<file path="config.mk">
export PLATFORM = sky130hd
export DESIGN_NAME = crc_checked_frame_receiver_core_flat
export DESIGN_NICKNAME = d
export VERILOG_FILES = /design/src/crcfr_pkg.sv /design/src/crcfr_stream_if.sv /design/src/crc_checked_frame_receiver_core.sv /design/src/flat_wrapper.sv
export SDC_FILE = /design/constraint.sdc
export NUM_CORES = 1
export LEC_CHECK = 0
export ABC_AREA = 1
export BUFFER_PORTS_ARGS = -buffer_cell sky130_fd_sc_hd__buf_2
export CORE_ASPECT_RATIO = 0.5
export CORE_MARGIN = 2
export CORE_UTILIZATION = 55
export CTS_BUF_LIST = sky130_fd_sc_hd__clkbuf_4 sky130_fd_sc_hd__clkbuf_8
export DETAILED_ROUTE_END_ITERATION = 6
export PLACE_DENSITY = 0.74
export SYNTH_ARGS = -nofsm -noshare
export SYNTH_HDL_FRONTEND = slang
export SYNTH_SLANG_ARGS = --single-unit
</file>
<file path="constraint.sdc">
create_clock -name clk -period 7.2 [get_ports clk]
set_input_delay 1.08 -clock clk [delete_from_list [all_inputs] [get_ports clk]]
set_output_delay 1.08 -clock clk [all_outputs]
set_load 0.01 [all_outputs]
</file>
<file path="src/crcfr_pkg.sv">
// ============================================================================
// crcfr_pkg
// Types, codes and the per-byte CRC function of the framed response receiver.
// ============================================================================
package crcfr_pkg;

	localparam logic [15:0] CRC_START    = 16'hFFFF;
	localparam logic [9:0]  HEADER_BYTES = 10'd4;

	// Register indexes of the configuration port
	localparam logic [1:0] REG_MAX_LEN  = 2'd0;
	localparam logic [1:0] REG_ACK      = 2'd1;
	localparam logic [1:0] REG_NACK     = 2'd2;
	localparam logic [1:0] REG_CRC_POLY = 2'd3;

	// Reset values of the registers
	localparam logic [7:0]  RST_MAX_LEN  = 8'd64;
	localparam logic [7:0]  RST_ACK      = 8'd6;
	localparam logic [7:0]  RST_NACK     = 8'd21;
	localparam logic [15:0] RST_CRC_POLY = 16'hA001;

	// Request action codes
	localparam logic [1:0] ACT_BYTE        = 2'd0;
	localparam logic [1:0] ACT_ARM_FRAME   = 2'd1;
	localparam logic [1:0] ACT_ARM_CONFIRM = 2'd2;

	typedef enum logic [3:0] {
		PH_ADDR    = 4'd0,
		PH_SEQ     = 4'd1,
		PH_CMD     = 4'd2,
		PH_LEN     = 4'd3,
		PH_PAYLOAD = 4'd4,
		PH_CRC_HI  = 4'd5,
		PH_CRC_LO  = 4'd6,
		PH_CONFIRM = 4'd7,
		PH_FAULT   = 4'd8
	} phase_t;

	typedef enum logic [2:0] {
		EV_NONE    = 3'd0,
		EV_STORED  = 3'd1,
		EV_CRCBYTE = 3'd2,
		EV_FAULT   = 3'd3,
		EV_VALID   = 3'd4,
		EV_CRCERR  = 3'd5,
		EV_ACK     = 3'd6,
		EV_NACK    = 3'd7
	} event_t;

	typedef struct packed {
		logic [1:0] action;
		logic [7:0] rx_byte;
		logic [7:0] expected_address;
		logic [7:0] expected_command;
	} req_t;

	typedef struct packed {
		logic [2:0] event_res;
		logic [8:0] byte_index;
		logic [7:0] byte_value;
		logic [7:0] payload_length;
	} res_t;

	typedef struct packed {
		logic [1:0]  reg_index;
		logic [15:0] wdata;
	} cfg_t;

	// Reflected CRC-16 update with one byte, low bit first
	function automatic logic [15:0] crc_fold(input logic [15:0] crc_in,
		input logic [7:0] data, input logic [15:0] poly);
		logic [15:0] crc;
		crc = crc_in ^ {8'h00, data};
		for (int k = 0; k < 8; k++) begin
			if (crc[0]) begin
				crc = (crc >> 1) ^ poly;
			end else begin
				crc = crc >> 1;
			end
		end
		return crc;
	endfunction

endpackage

</file>
<file path="src/crcfr_stream_if.sv">
// ============================================================================
// crcfr_stream_if
// Valid/ready channel carrying one payload struct per transfer.
// ============================================================================
interface crcfr_stream_if #(
	parameter type payload_t = logic
);
	logic     valid;
	logic     ready;
	payload_t data;

	modport source (output valid, output data, input ready);
	modport sink   (input valid, input data, output ready);
endinterface

</file>
<file path="src/crc_checked_frame_receiver_core.sv">
// ============================================================================
// crc_checked_frame_receiver_core
// Framed response receiver: header match, length limit, CRC-16 check.
// ============================================================================
// Every request on rx_in yields exactly one result on res_out. A request is
// taken in the cycle it is offered whenever the result register is empty or
// being drained, so the block sustains one request per clock; the result of a
// request appears in the following cycle. The whole frame step, including the
// eight-bit reflected CRC fold, is a single combinational pass from the frame
// state registers into the result register and back into the state. Arm
// requests latch the expected address and command; received bytes walk the
// frame phases (address, sequence, command, length, payload, CRC high, CRC
// low). A mismatch or an over-long length parks the block in a sticky fault
// phase left only by a new arm. Configuration writes are always taken
// (cfg.ready is tied high) and should only be issued while the block is idle.
// ============================================================================
module crc_checked_frame_receiver_core (
	input logic              clk,
	input logic              arst_n,
	crcfr_stream_if.sink     rx_in,
	crcfr_stream_if.source   res_out,
	crcfr_stream_if.sink     cfg
);

	// Configuration registers
	logic [7:0]  max_len_q;
	logic [7:0]  ack_code_q;
	logic [7:0]  nack_code_q;
	logic [15:0] crc_poly_q;

	// Frame state
	crcfr_pkg::phase_t phase_q, phase_nxt;
	logic [8:0]  byte_count_q, byte_count_nxt;
	logic [7:0]  frame_len_q, frame_len_nxt;
	logic [15:0] crc_q, crc_nxt;
	logic [7:0]  crc_hi_q;
	logic [7:0]  lat_addr_q, lat_cmd_q;

	// Result register
	crcfr_pkg::res_t res_q, res_nxt;
	logic            res_valid_q;

	logic            in_acc, cfg_acc, is_arm;
	crcfr_pkg::req_t req;
	logic [7:0]      rx_b;
	logic [15:0]     crc_base, crc_folded;
	logic [8:0]      cnt_base;
	logic            addr_ok, cmd_ok, len_ok, payload_last, crc_ok;
	logic            store;
	crcfr_pkg::event_t ev;

	// Take a new request whenever the result slot is free or draining
	assign rx_in.ready = !res_valid_q || res_out.ready;
	assign in_acc      = rx_in.valid && rx_in.ready;
	assign cfg.ready   = 1'b1;
	assign cfg_acc     = cfg.valid;

	assign req     = rx_in.data;
	assign rx_b    = req.rx_byte;
	assign is_arm  = (req.action == crcfr_pkg::ACT_ARM_FRAME) ||
		(req.action == crcfr_pkg::ACT_ARM_CONFIRM);

	// A matching address restarts the frame: count and CRC start fresh
	assign crc_base   = (phase_q == crcfr_pkg::PH_ADDR) ? crcfr_pkg::CRC_START : crc_q;
	assign cnt_base   = (phase_q == crcfr_pkg::PH_ADDR) ? 9'd0 : byte_count_q;
	assign crc_folded = crcfr_pkg::crc_fold(crc_base, rx_b, crc_poly_q);

	assign addr_ok      = (rx_b == lat_addr_q);
	assign cmd_ok       = (rx_b == lat_cmd_q);
	assign len_ok       = (rx_b <= max_len_q);
	assign payload_last = ({1'b0, byte_count_q} + 10'd1) >=
		(crcfr_pkg::HEADER_BYTES + {2'b00, frame_len_q});
	assign crc_ok       = ({crc_hi_q, rx_b} == crc_q);

	// ---------------- next phase ----------------
	always_comb begin
		phase_nxt = phase_q;
		case (req.action)
			crcfr_pkg::ACT_ARM_FRAME: begin
				phase_nxt = crcfr_pkg::PH_ADDR;
			end
			crcfr_pkg::ACT_ARM_CONFIRM: begin
				phase_nxt = crcfr_pkg::PH_CONFIRM;
			end
			crcfr_pkg::ACT_BYTE: begin
				case (phase_q)
					crcfr_pkg::PH_ADDR: begin
						phase_nxt = addr_ok ? crcfr_pkg::PH_SEQ : crcfr_pkg::PH_FAULT;
					end
					crcfr_pkg::PH_SEQ: begin
						phase_nxt = crcfr_pkg::PH_CMD;
					end
					crcfr_pkg::PH_CMD: begin
						phase_nxt = cmd_ok ? crcfr_pkg::PH_LEN : crcfr_pkg::PH_FAULT;
					end
					crcfr_pkg::PH_LEN: begin
						if (!len_ok) begin
							phase_nxt = crcfr_pkg::PH_FAULT;
						end else if (rx_b == 8'd0) begin
							phase_nxt = crcfr_pkg::PH_CRC_HI;
						end else begin
							phase_nxt = crcfr_pkg::PH_PAYLOAD;
						end
					end
					crcfr_pkg::PH_PAYLOAD: begin
						if (payload_last) begin
							phase_nxt = crcfr_pkg::PH_CRC_HI;
						end
					end
					crcfr_pkg::PH_CRC_HI: begin
						phase_nxt = crcfr_pkg::PH_CRC_LO;
					end
					crcfr_pkg::PH_CRC_LO: begin
						phase_nxt = crcfr_pkg::PH_ADDR;
					end
					crcfr_pkg::PH_CONFIRM: begin
						phase_nxt = crcfr_pkg::PH_CONFIRM;
					end
					default: begin
						phase_nxt = crcfr_pkg::PH_FAULT;
					end
				endcase
			end
			default: begin
				phase_nxt = phase_q;
			end
		endcase
	end

	// ---------------- event, datapath and result ----------------
	always_comb begin
		ev             = crcfr_pkg::EV_NONE;
		store          = 1'b0;
		byte_count_nxt = byte_count_q;
		frame_len_nxt  = frame_len_q;
		crc_nxt        = crc_q;
		res_nxt        = '0;
		case (req.action)
			crcfr_pkg::ACT_ARM_FRAME, crcfr_pkg::ACT_ARM_CONFIRM: begin
				byte_count_nxt = 9'd0;
				frame_len_nxt  = 8'd0;
				crc_nxt        = crcfr_pkg::CRC_START;
			end
			crcfr_pkg::ACT_BYTE: begin
				res_nxt.byte_value = rx_b;
				case (phase_q)
					crcfr_pkg::PH_ADDR: begin
						if (addr_ok) begin
							store         = 1'b1;
							frame_len_nxt = 8'd0;
						end else begin
							ev = crcfr_pkg::EV_FAULT;
						end
					end
					crcfr_pkg::PH_SEQ, crcfr_pkg::PH_PAYLOAD: begin
						store = 1'b1;
					end
					crcfr_pkg::PH_CMD: begin
						if (cmd_ok) begin
							store = 1'b1;
						end else begin
							ev = crcfr_pkg::EV_FAULT;
						end
					end
					crcfr_pkg::PH_LEN: begin
						if (len_ok) begin
							store         = 1'b1;
							frame_len_nxt = rx_b;
						end else begin
							ev = crcfr_pkg::EV_FAULT;
						end
					end
					crcfr_pkg::PH_CRC_HI: begin
						ev = crcfr_pkg::EV_CRCBYTE;
					end
					crcfr_pkg::PH_CRC_LO: begin
						ev             = crc_ok ? crcfr_pkg::EV_VALID : crcfr_pkg::EV_CRCERR;
						byte_count_nxt = 9'd0;
					end
					crcfr_pkg::PH_CONFIRM: begin
						if (rx_b == ack_code_q) begin
							ev = crcfr_pkg::EV_ACK;
						end else if (rx_b == nack_code_q) begin
							ev = crcfr_pkg::EV_NACK;
						end else begin
							res_nxt.byte_value = 8'd0;
						end
					end
					default: begin
						ev = crcfr_pkg::EV_FAULT;
					end
				endcase
				if (store) begin
					ev                 = crcfr_pkg::EV_STORED;
					res_nxt.byte_index = cnt_base;
					crc_nxt            = crc_folded;
					byte_count_nxt     = cnt_base + 9'd1;
				end
			end
			default: begin
				ev = crcfr_pkg::EV_NONE;
			end
		endcase
		res_nxt.event_res      = ev;
		res_nxt.payload_length = frame_len_nxt;
	end

	// ---------------- registers ----------------
	always_ff @(posedge clk or negedge arst_n) begin
		if (!arst_n) begin
			max_len_q   <= crcfr_pkg::RST_MAX_LEN;
			ack_code_q  <= crcfr_pkg::RST_ACK;
			nack_code_q <= crcfr_pkg::RST_NACK;
			crc_poly_q  <= crcfr_pkg::RST_CRC_POLY;
		end else if (cfg_acc) begin
			case (cfg.data.reg_index)
				crcfr_pkg::REG_MAX_LEN:  max_len_q   <= cfg.data.wdata[7:0];
				crcfr_pkg::REG_ACK:      ack_code_q  <= cfg.data.wdata[7:0];
				crcfr_pkg::REG_NACK:     nack_code_q <= cfg.data.wdata[7:0];
				crcfr_pkg::REG_CRC_POLY: crc_poly_q  <= cfg.data.wdata;
				default: begin
				end
			endcase
		end
	end

	always_ff @(posedge clk or negedge arst_n) begin
		if (!arst_n) begin
			phase_q      <= crcfr_pkg::PH_ADDR;
			byte_count_q <= 9'd0;
			frame_len_q  <= 8'd0;
			crc_q        <= crcfr_pkg::CRC_START;
			lat_addr_q   <= 8'd0;
			lat_cmd_q    <= 8'd0;
		end else if (in_acc) begin
			phase_q      <= phase_nxt;
			byte_count_q <= byte_count_nxt;
			frame_len_q  <= frame_len_nxt;
			crc_q        <= crc_nxt;
			if (is_arm) begin
				lat_addr_q <= req.expected_address;
				lat_cmd_q  <= req.expected_command;
			end
		end
	end

	// Hold the first CRC byte until the second arrives
	always_ff @(posedge clk) begin
		if (in_acc && (req.action == crcfr_pkg::ACT_BYTE) &&
			(phase_q == crcfr_pkg::PH_CRC_HI)) begin
			crc_hi_q <= rx_b;
		end
	end

	// Result slot: load on accept, drop when taken
	always_ff @(posedge clk or negedge arst_n) begin
		if (!arst_n) begin
			res_valid_q <= 1'b0;
		end else if (in_acc) begin
			res_valid_q <= 1'b1;
		end else if (res_out.ready) begin
			res_valid_q <= 1'b0;
		end
	end

	always_ff @(posedge clk) begin
		if (in_acc) begin
			res_q <= res_nxt;
		end
	end

	assign res_out.valid = res_valid_q;
	assign res_out.data  = res_q;

	// ---------------- assertions ----------------
	a_result_follows_request: assert property (@(posedge clk) disable iff (!arst_n)
		in_acc |=> res_valid_q)
		else $error("accepted request left no result");

	a_arm_frame_phase: assert property (@(posedge clk) disable iff (!arst_n)
		in_acc && (req.action == crcfr_pkg::ACT_ARM_FRAME) |=>
			(phase_q == crcfr_pkg::PH_ADDR) && (byte_count_q == 9'd0))
		else $error("arm did not restart the frame");

	a_fault_sticky: assert property (@(posedge clk) disable iff (!arst_n)
		(phase_q == crcfr_pkg::PH_FAULT) && !(in_acc && is_arm) |=>
			(phase_q == crcfr_pkg::PH_FAULT))
		else $error("fault phase left without an arm");

	a_count_bound: assert property (@(posedge clk) disable iff (!arst_n)
		byte_count_q <= 9'd259)
		else $error("byte count beyond the longest frame");

endmodule

</file>
<file path="src/flat_wrapper.sv">
// flat-port wrapper written by rule: the top's interface ports become plain ports
module crc_checked_frame_receiver_core_flat import crcfr_pkg::*;
  (clk, arst_n, rx_in_valid, rx_in_data, rx_in_ready, res_out_valid, res_out_data, res_out_ready, cfg_valid, cfg_data, cfg_ready);
  crcfr_stream_if #(.payload_t(req_t)) rx_in_i ();
  crcfr_stream_if #(.payload_t(res_t)) res_out_i ();
  crcfr_stream_if #(.payload_t(cfg_t)) cfg_i ();
  input logic clk;
  input logic arst_n;
  input wire logic [$bits(rx_in_i.valid)-1:0] rx_in_valid;
  input wire logic [$bits(rx_in_i.data)-1:0] rx_in_data;
  output wire logic [$bits(rx_in_i.ready)-1:0] rx_in_ready;
  output wire logic [$bits(res_out_i.valid)-1:0] res_out_valid;
  output wire logic [$bits(res_out_i.data)-1:0] res_out_data;
  input wire logic [$bits(res_out_i.ready)-1:0] res_out_ready;
  input wire logic [$bits(cfg_i.valid)-1:0] cfg_valid;
  input wire logic [$bits(cfg_i.data)-1:0] cfg_data;
  output wire logic [$bits(cfg_i.ready)-1:0] cfg_ready;
  assign rx_in_i.valid = rx_in_valid;
  assign rx_in_i.data = rx_in_data;
  assign rx_in_ready = rx_in_i.ready;
  assign res_out_valid = res_out_i.valid;
  assign res_out_data = res_out_i.data;
  assign res_out_i.ready = res_out_ready;
  assign cfg_i.valid = cfg_valid;
  assign cfg_i.data = cfg_data;
  assign cfg_ready = cfg_i.ready;
  crc_checked_frame_receiver_core u_core (.clk(clk), .arst_n(arst_n), .rx_in(rx_in_i), .res_out(res_out_i), .cfg(cfg_i));
endmodule
</file>
# Word-level counts from Yosys, hierarchy flattened
# Cells that the tools add are included.
dict set report totals {
  ff_bits 130
  wordCells 121
}
dict set report op_classes {
  order_cmp 2
  addsub 3
  bitwise_logic 10
  n_eq_ne 20
  reduce_logical 25
  n_mux 44
}
# operator n
set ops {}
lappend ops {{16-bit 2-to-1 mux} 10}
lappend ops {{15-bit by 16-bit bitwise XOR with 16-bit output} 8}
lappend ops {{8-bit 2-to-1 mux} 5}
lappend ops {{8-bit == test} 4}
lappend ops {{16-bit case mux with 2 select lines} 1}
lappend ops {{4-bit case mux with 8 select lines} 1}
lappend ops {{8-bit case mux with 2 select lines} 2}
lappend ops {{9-bit 2-to-1 mux} 3}
lappend ops {{3-bit case mux with 7 select lines} 1}
lappend ops {{9-bit case mux with 2 select lines} 1}
lappend ops {{16-bit == test} 1}
lappend ops {{4-bit by 3-bit == test with 1-bit output, second input constant} 4}
lappend ops {{4-bit 2-to-1 mux} 4}
lappend ops {{16-bit by 8-bit bitwise XOR with 16-bit output} 1}
lappend ops {{4-bit case mux with 3 select lines} 1}
lappend ops {{2-bit AND reduction} 6}
lappend ops {{9-bit by 1-bit adder with 10-bit output, second input constant} 1}
lappend ops {{10-bit greater-or-equal comparator} 1}
lappend ops {{3-bit by 8-bit adder with 9-bit output, first input constant} 1}
lappend ops {{9-bit by 1-bit adder with 9-bit output, second input constant} 1}
lappend ops {{1-bit 2-to-1 mux} 9}
lappend ops {{3-bit AND reduction} 3}
lappend ops {{4-bit by 2-bit == test with 1-bit output, second input constant} 2}
lappend ops {{8-bit <= comparator} 1}
lappend ops {{19 further kinds} 32}

# Depth between registers and ports, before layout
dict set report depth {
  word_depth 21
  mapped_depth 35
  depth_no_buf 32
}

# Least setup slack after synthesis
# OpenSTA, ideal clock, no wires.
dict set report synth_path {
  path_type {input-to-reg}
  from {input rx_in_data[22]}
  to {register u_core.crc_q[13]}
  setup_ps 72
  slack_ps 3464
  required_ps 7128
  cell_stages 16
  arrival_time_ps 3663
  path_cell_list {clkbuf_1 > xnor2_1 > nand2_1 > or4_1 > nand3b_1 > nand2_1 > inv_1 > nand4_1 > inv_1 > nor2_1 > inv_1 > nor2_1 > clkbuf_1 > nand3_1 > nand2_1 > inv_1}
}
dict set report synth_via {
  elab_chain_len 18
  elab_cells_between_ends 28
}
# item line_no
set synth_rtl {}
lappend synth_rtl {{from (decl)} flat_wrapper.sv:10} ;# input wire logic [$bits(rx_in_i.data)-1:0] rx_in_data;
lappend synth_rtl {{16-bit by 8-bit bitwise XOR with 16-bit output} crcfr_pkg.sv:73} ;# crc = crc_in ^ {8'h00, data};
lappend synth_rtl {{15-bit by 16-bit bitwise XOR with 16-bit output} crcfr_pkg.sv:76} ;# crc = (crc >> 1) ^ poly;
lappend synth_rtl {{16-bit 2-to-1 mux} crcfr_pkg.sv:75} ;# if (crc[0]) begin
lappend synth_rtl {{15-bit by 16-bit bitwise XOR with 16-bit output} crcfr_pkg.sv:76}
lappend synth_rtl {{16-bit 2-to-1 mux} crcfr_pkg.sv:75}
lappend synth_rtl {{15-bit by 16-bit bitwise XOR with 16-bit output} crcfr_pkg.sv:76}
lappend synth_rtl {{16-bit 2-to-1 mux} crcfr_pkg.sv:75}
lappend synth_rtl {{15-bit by 16-bit bitwise XOR with 16-bit output} crcfr_pkg.sv:76}
lappend synth_rtl {{16-bit 2-to-1 mux} crcfr_pkg.sv:75}
lappend synth_rtl {{15-bit by 16-bit bitwise XOR with 16-bit output} crcfr_pkg.sv:76}
lappend synth_rtl {{16-bit 2-to-1 mux} crcfr_pkg.sv:75}
lappend synth_rtl {{15-bit by 16-bit bitwise XOR with 16-bit output} crcfr_pkg.sv:76}
lappend synth_rtl {{16-bit 2-to-1 mux (2 in a row)} crcfr_pkg.sv:75}
lappend synth_rtl {{15-bit by 16-bit bitwise XOR with 16-bit output} crcfr_pkg.sv:76}
lappend synth_rtl {{16-bit 2-to-1 mux} crcfr_pkg.sv:75}
lappend synth_rtl {{16-bit 2-to-1 mux} crc_checked_frame_receiver_core.sv:193} ;# if (store) begin
lappend synth_rtl {{16-bit case mux with 2 select lines} crc_checked_frame_receiver_core.sv:138} ;# case (req.action)
lappend synth_rtl {{to (signal assigned)} crc_checked_frame_receiver_core.sv:232} ;# crc_q <= crcfr_pkg::CRC_START;
lappend synth_rtl {{to (signal assigned)} crc_checked_frame_receiver_core.sv:239} ;# crc_q <= crc_nxt;
lappend synth_rtl {{to (decl)} crc_checked_frame_receiver_core.sv:35} ;# logic [15:0] crc_q, crc_nxt;
# Parallel ways exist; a longest one is shown, timed or not. The select of a mux whose other input is x is not followed.
# A chain may end at the register's enable or synchronous reset.

# Final worst setup path
dict set report layout_path {
  from {input rx_in_data[16]}
  to {register u_core.crc_q[4]}
}
dict set report layout_via {
  elab_chain_len 18
  elab_cells_between_ends 28
}
# item line_no
set layout_rtl {}
lappend layout_rtl {{16-bit by 8-bit bitwise XOR with 16-bit output} crcfr_pkg.sv:73}
lappend layout_rtl {{16-bit 2-to-1 mux} crcfr_pkg.sv:75}
lappend layout_rtl {{15-bit by 16-bit bitwise XOR with 16-bit output} crcfr_pkg.sv:76}
lappend layout_rtl {{16-bit 2-to-1 mux} crcfr_pkg.sv:75}
lappend layout_rtl {{15-bit by 16-bit bitwise XOR with 16-bit output} crcfr_pkg.sv:76}
lappend layout_rtl {{16-bit 2-to-1 mux} crcfr_pkg.sv:75}
lappend layout_rtl {{15-bit by 16-bit bitwise XOR with 16-bit output} crcfr_pkg.sv:76}
lappend layout_rtl {{16-bit 2-to-1 mux} crcfr_pkg.sv:75}
lappend layout_rtl {{[2 not listed]} -}
lappend layout_rtl {{15-bit by 16-bit bitwise XOR with 16-bit output} crcfr_pkg.sv:76}
lappend layout_rtl {{16-bit 2-to-1 mux} crcfr_pkg.sv:75}
lappend layout_rtl {{15-bit by 16-bit bitwise XOR with 16-bit output} crcfr_pkg.sv:76}
lappend layout_rtl {{16-bit 2-to-1 mux} crcfr_pkg.sv:75}
lappend layout_rtl {{15-bit by 16-bit bitwise XOR with 16-bit output} crcfr_pkg.sv:76}
lappend layout_rtl {{16-bit 2-to-1 mux} crcfr_pkg.sv:75}
lappend layout_rtl {{16-bit 2-to-1 mux} crc_checked_frame_receiver_core.sv:193}
lappend layout_rtl {{16-bit case mux with 2 select lines} crc_checked_frame_receiver_core.sv:138}
# Parallel ways exist; a longest one is shown, timed or not. The select of a mux whose other input is x is not followed.

==> run summary <==
* 7 — TritonRoute pass-1 iters
* 0.699 — final critical-path share of the clock period
* 16.0 um — average detailed-routed wire length per instance
* 0 — cells resized by post-CTS repair
* 5020 sq um — multi-input gate area in the final layout
* 0 — remaining antenna violation count after routing
* 0 — hold violation count in the final report
* 0 — Yosys warnings
* 0.910 — GPL Wtd Cong
* 0 ns — Post-Route Setup TNS
* 33 — number of rows in the core area
* 5.43 ns — data arrival at the endpoint of the critical path
* 7.20 sq um — synthesized area per cell
* 199 MHz — peak clock frequency supported by timing
* 0.45 ns — clock network latency to the later pin of the worst-skew pair
* 0.0188 ns — worst setup skew after layout
* 0.317 — simple-gate share of the synthesized area
* 1429 — NumNets Final
* 5.03 ns — min cycle time layout
* 0.00342 W — Tot Pwr
* 0.151 — share of layout cells above drive strength 1
* 0.0202 — multiplexer area fraction after synthesis
* 18300 sq um — Die Outline Area
* simple AND/OR/NAND/NOR gates — dominant combinational cell family by area after synthesis
* 0.291 — overall global routing resource usage
* 1539 — number of filler cells placed in the layout
* done — CTS tree
* 8.30% — layout overhead on the synthesized area
* 1387 — Syn Nets
* 80 — num ports
* 0 — Max Slew Vio Count
* 0 — endpoints failing setup
* 96.8 um — overall die height
* 0 — max-capacitance violation count
* 29 — critical path peak fanout
* 0.275 — relative slew slack
* 16600 sq um — core area
* 18400 um — Detail Placement HPWL
* 0.275 mV — Peak VDD IR
* 8337 — via count of the first global-routing pass
* false — RSZ-0062 raised after global routing
* 0.723 — proportion of register bits with asynchronous set or reset after synthesis
* 48 — Unique masters post-synth
* 4 — H-tree depth
* primary input to flip-flop — Worst Path Class, Setup
* primary input — Startpoint Class
* 0 — Hold Buf Count CTS
* finished clean — result of the run
* 0.0777 — fraction of the mapped netlist area in compound gates
* 3460 sq um — sequential cell area
* 25500 um — detailed-route wire length
* 5.45 — DR vias/cell
* 0.0304 — adder-cell share of the synthesized area
* 739 — count of routing violations after the opening detailed-route iteration
* 130 — number of clock sinks seen by CTS
* primary input to async pin — Hold WC Path Type
* 8709 — vias after detailed routing
* 42200 um — global-route wire length before repair
* 0.366 — fraction of the yosys area taken by sequential cells
* 7.59 ns — critical path data required time
* 1315 — Gate Count Post-Synth
* sky130_fd_sc_hd__dfrtp_1 — ys flop type
* 0.10 ns — Clock transition at path regs
* 1.09 ns — Worst-Margin Slew
* 190 um — Die X
* flip-flop — type of destination of the critical path
* 0 — grt ovf
* 333 nW/um^2 — PwrDens
* 17 — number of clock buffers inserted by TritonCTS
* 0.0850 — xor/xnor share of the synthesized area
* 77 — pin count of the biggest net entering global routing
* sky130_fd_sc_hd__clkbuf_8 — Root Buffer
* 0 — Antenna Diode Count
* 130 — synthesized flop and latch total
* 9460 sq um — combined area of all synthesized cells
* 0 — number of remaining DRC errors
* 0 — initial antenna violation count
* 78 — Port Buffer Count
* 0.570 — Initial Utilization
* 2 — maximum number of buffers from clock root to sink
* 5.16 nW — standby leakage power
* 36 — number of enable-type register cells in the synthesized netlist
* 0 — post-CTS setup-driven buffer insertion count
==> report_power, final <==
group | internal [W] | leakage, nW | switching [W]
Combinational | 0.000605 | 3.49 | 0.00119
Sequential | 0.000874 | 1.47 | 0.000139
Clock | 0.000254 | 0.188 | 0.000352
==> placed cells by master, fill, tap and decap left out, types with 23 or more instances in the layout <==
master                     netlist  layout
sky130_fd_sc_hd__dfrtp_1        69      69
sky130_fd_sc_hd__a21oi_1        27      27
sky130_fd_sc_hd__nor2_1         88      88
sky130_fd_sc_hd__inv_1         170     170
sky130_fd_sc_hd__ha_1           23      23
sky130_fd_sc_hd__nand3_1       155     155
sky130_fd_sc_hd__dfstp_2        25      25
sky130_fd_sc_hd__xor2_1         40      40
sky130_fd_sc_hd__buf_2          13      77
sky130_fd_sc_hd__nand2_1       361     361
sky130_fd_sc_hd__xnor2_1        50      50
sky130_fd_sc_hd__o21ai_0        73      73
sky130_fd_sc_hd__edfxtp_1       36      36
==> synthesized netlist by cell type, drive strengths merged, types with 16 or more instances <==
library cell	n	area, sq um
a21oi	29	153
buf	25	163
clkbuf	34	128
dfrtp	69	1730
dfstp	25	657
edfxtp	36	1080
ha	23	288
inv	180	678
mux2	17	191
nand2	382	1500
nand3	164	881
nand4	16	100
nor2	95	398
o21ai	78	390
o22ai	16	100
xnor2	50	438
xor2	41	367
==> path summary, 6_finish.rpt <==
path	start	to	slack, ns	depth (start not counted)
setup / recovery	rx_in_data[16]	u_core.crc_q[4]	2.17	24
hold / removal	arst_n	u_core.crc_poly_q[8]	0.48	1
setup reg to reg	u_core.phase_q[1]	u_core.crc_q[4]	2.27	23
hold reg to reg	u_core.max_len_q[4]	u_core.max_len_q[4]	0.49	2
max in group asynchronous	arst_n	u_core.byte_count_q[6]	5.43	2
min in group clk	u_core.max_len_q[4]	u_core.max_len_q[4]	0.49	2
==> cell families (layout without fill, tap and decap cells) <==
| family | count (synthesis) | in the layout |
|---|---|---|
| simple gates | 677 | 677 |
| buf+inv | 241 | 296 |
| compound gates | 135 | 135 |
| flops | 130 | 130 |
| xor+xnor | 91 | 91 |
| fa+ha+maj | 23 | 23 |
| mux | 17 | 17 |
| other cells | 1 | 1 |
==> critical path, cell delays in order <==
cell and delay [ns]:
sky130_fd_sc_hd__buf_2 0.29, sky130_fd_sc_hd__nand2_1 0.11, sky130_fd_sc_hd__nand2_2 0.14, sky130_fd_sc_hd__nand2_2 0.10, sky130_fd_sc_hd__nand2_2 0.24, sky130_fd_sc_hd__nor2_1 0.08
sky130_fd_sc_hd__xnor2_1 0.20, sky130_fd_sc_hd__inv_1 0.07, sky130_fd_sc_hd__nand2_1 0.08, sky130_fd_sc_hd__nand2_1 0.10, sky130_fd_sc_hd__nand2_2 0.14, sky130_fd_sc_hd__inv_2 0.07
sky130_fd_sc_hd__nor2_8 0.22, sky130_fd_sc_hd__nand3_4 0.22, sky130_fd_sc_hd__nand3_4 0.14, sky130_fd_sc_hd__xor2_2 0.47, sky130_fd_sc_hd__nand3_2 0.17, sky130_fd_sc_hd__nand2_2 0.42
sky130_fd_sc_hd__nand3_2 0.15, sky130_fd_sc_hd__nand2_2 0.45, sky130_fd_sc_hd__nand2_1 0.17, sky130_fd_sc_hd__nor2_1 0.14, sky130_fd_sc_hd__nor2_1 0.06, sky130_fd_sc_hd__nor2_1 0.09
==> flip-flops by register name (all words and copies together), names as in the netlist, 9 cells and up <==
name / count
u_core.crc_poly_q: 16
u_core.byte_count_q: 9
u_core.res_out.data: 28
u_core.crc_q: 16
==> per-layer routing <==
| layer | vias to the layer above | GRT usage | part of all wire |
|---|---|---|---|
| met3 | 43 | 0.0464 | 0.077 |
| met5 | - | 0 | 0 |
| met1 | 4031 | 0.405 | 0.45 |
| li1 | 4304 | - | - |
| met2 | 331 | 0.465 | 0.46 |
| met4 | 0 | 0.0924 | 0.017 |
==> metrics by stage <==
step	hold WS, ns	worst slack [ns]	std cells	util	cell area [sq um]
CTS	0.474	2.28	1597	0.617	10200
finish	0.482	2.17	1597	0.617	10200
global placement	0.467	2.05	1565	0.595	9880
detailed placement	0.474	1.82	1565	0.595	9880
global route	0.493	1.69	1597	0.617	10200
floorplan	0.453	3.46	1315	-	9460
==> layout make-up <==
class | instances | share of cell area
Inverter | 182 | 0.0669
Sequential cell | 130 | 0.338
Tap cell | 227 | 0.0277
Clock buffer | 17 | 0.0228
Multi-Input combinational cell | 944 | 0.490
Timing Repair Buffer | 82 | 0.0413
Clock inverter | 15 | 0.0132
Note: power is estimated with default switching activity, not from simulation.
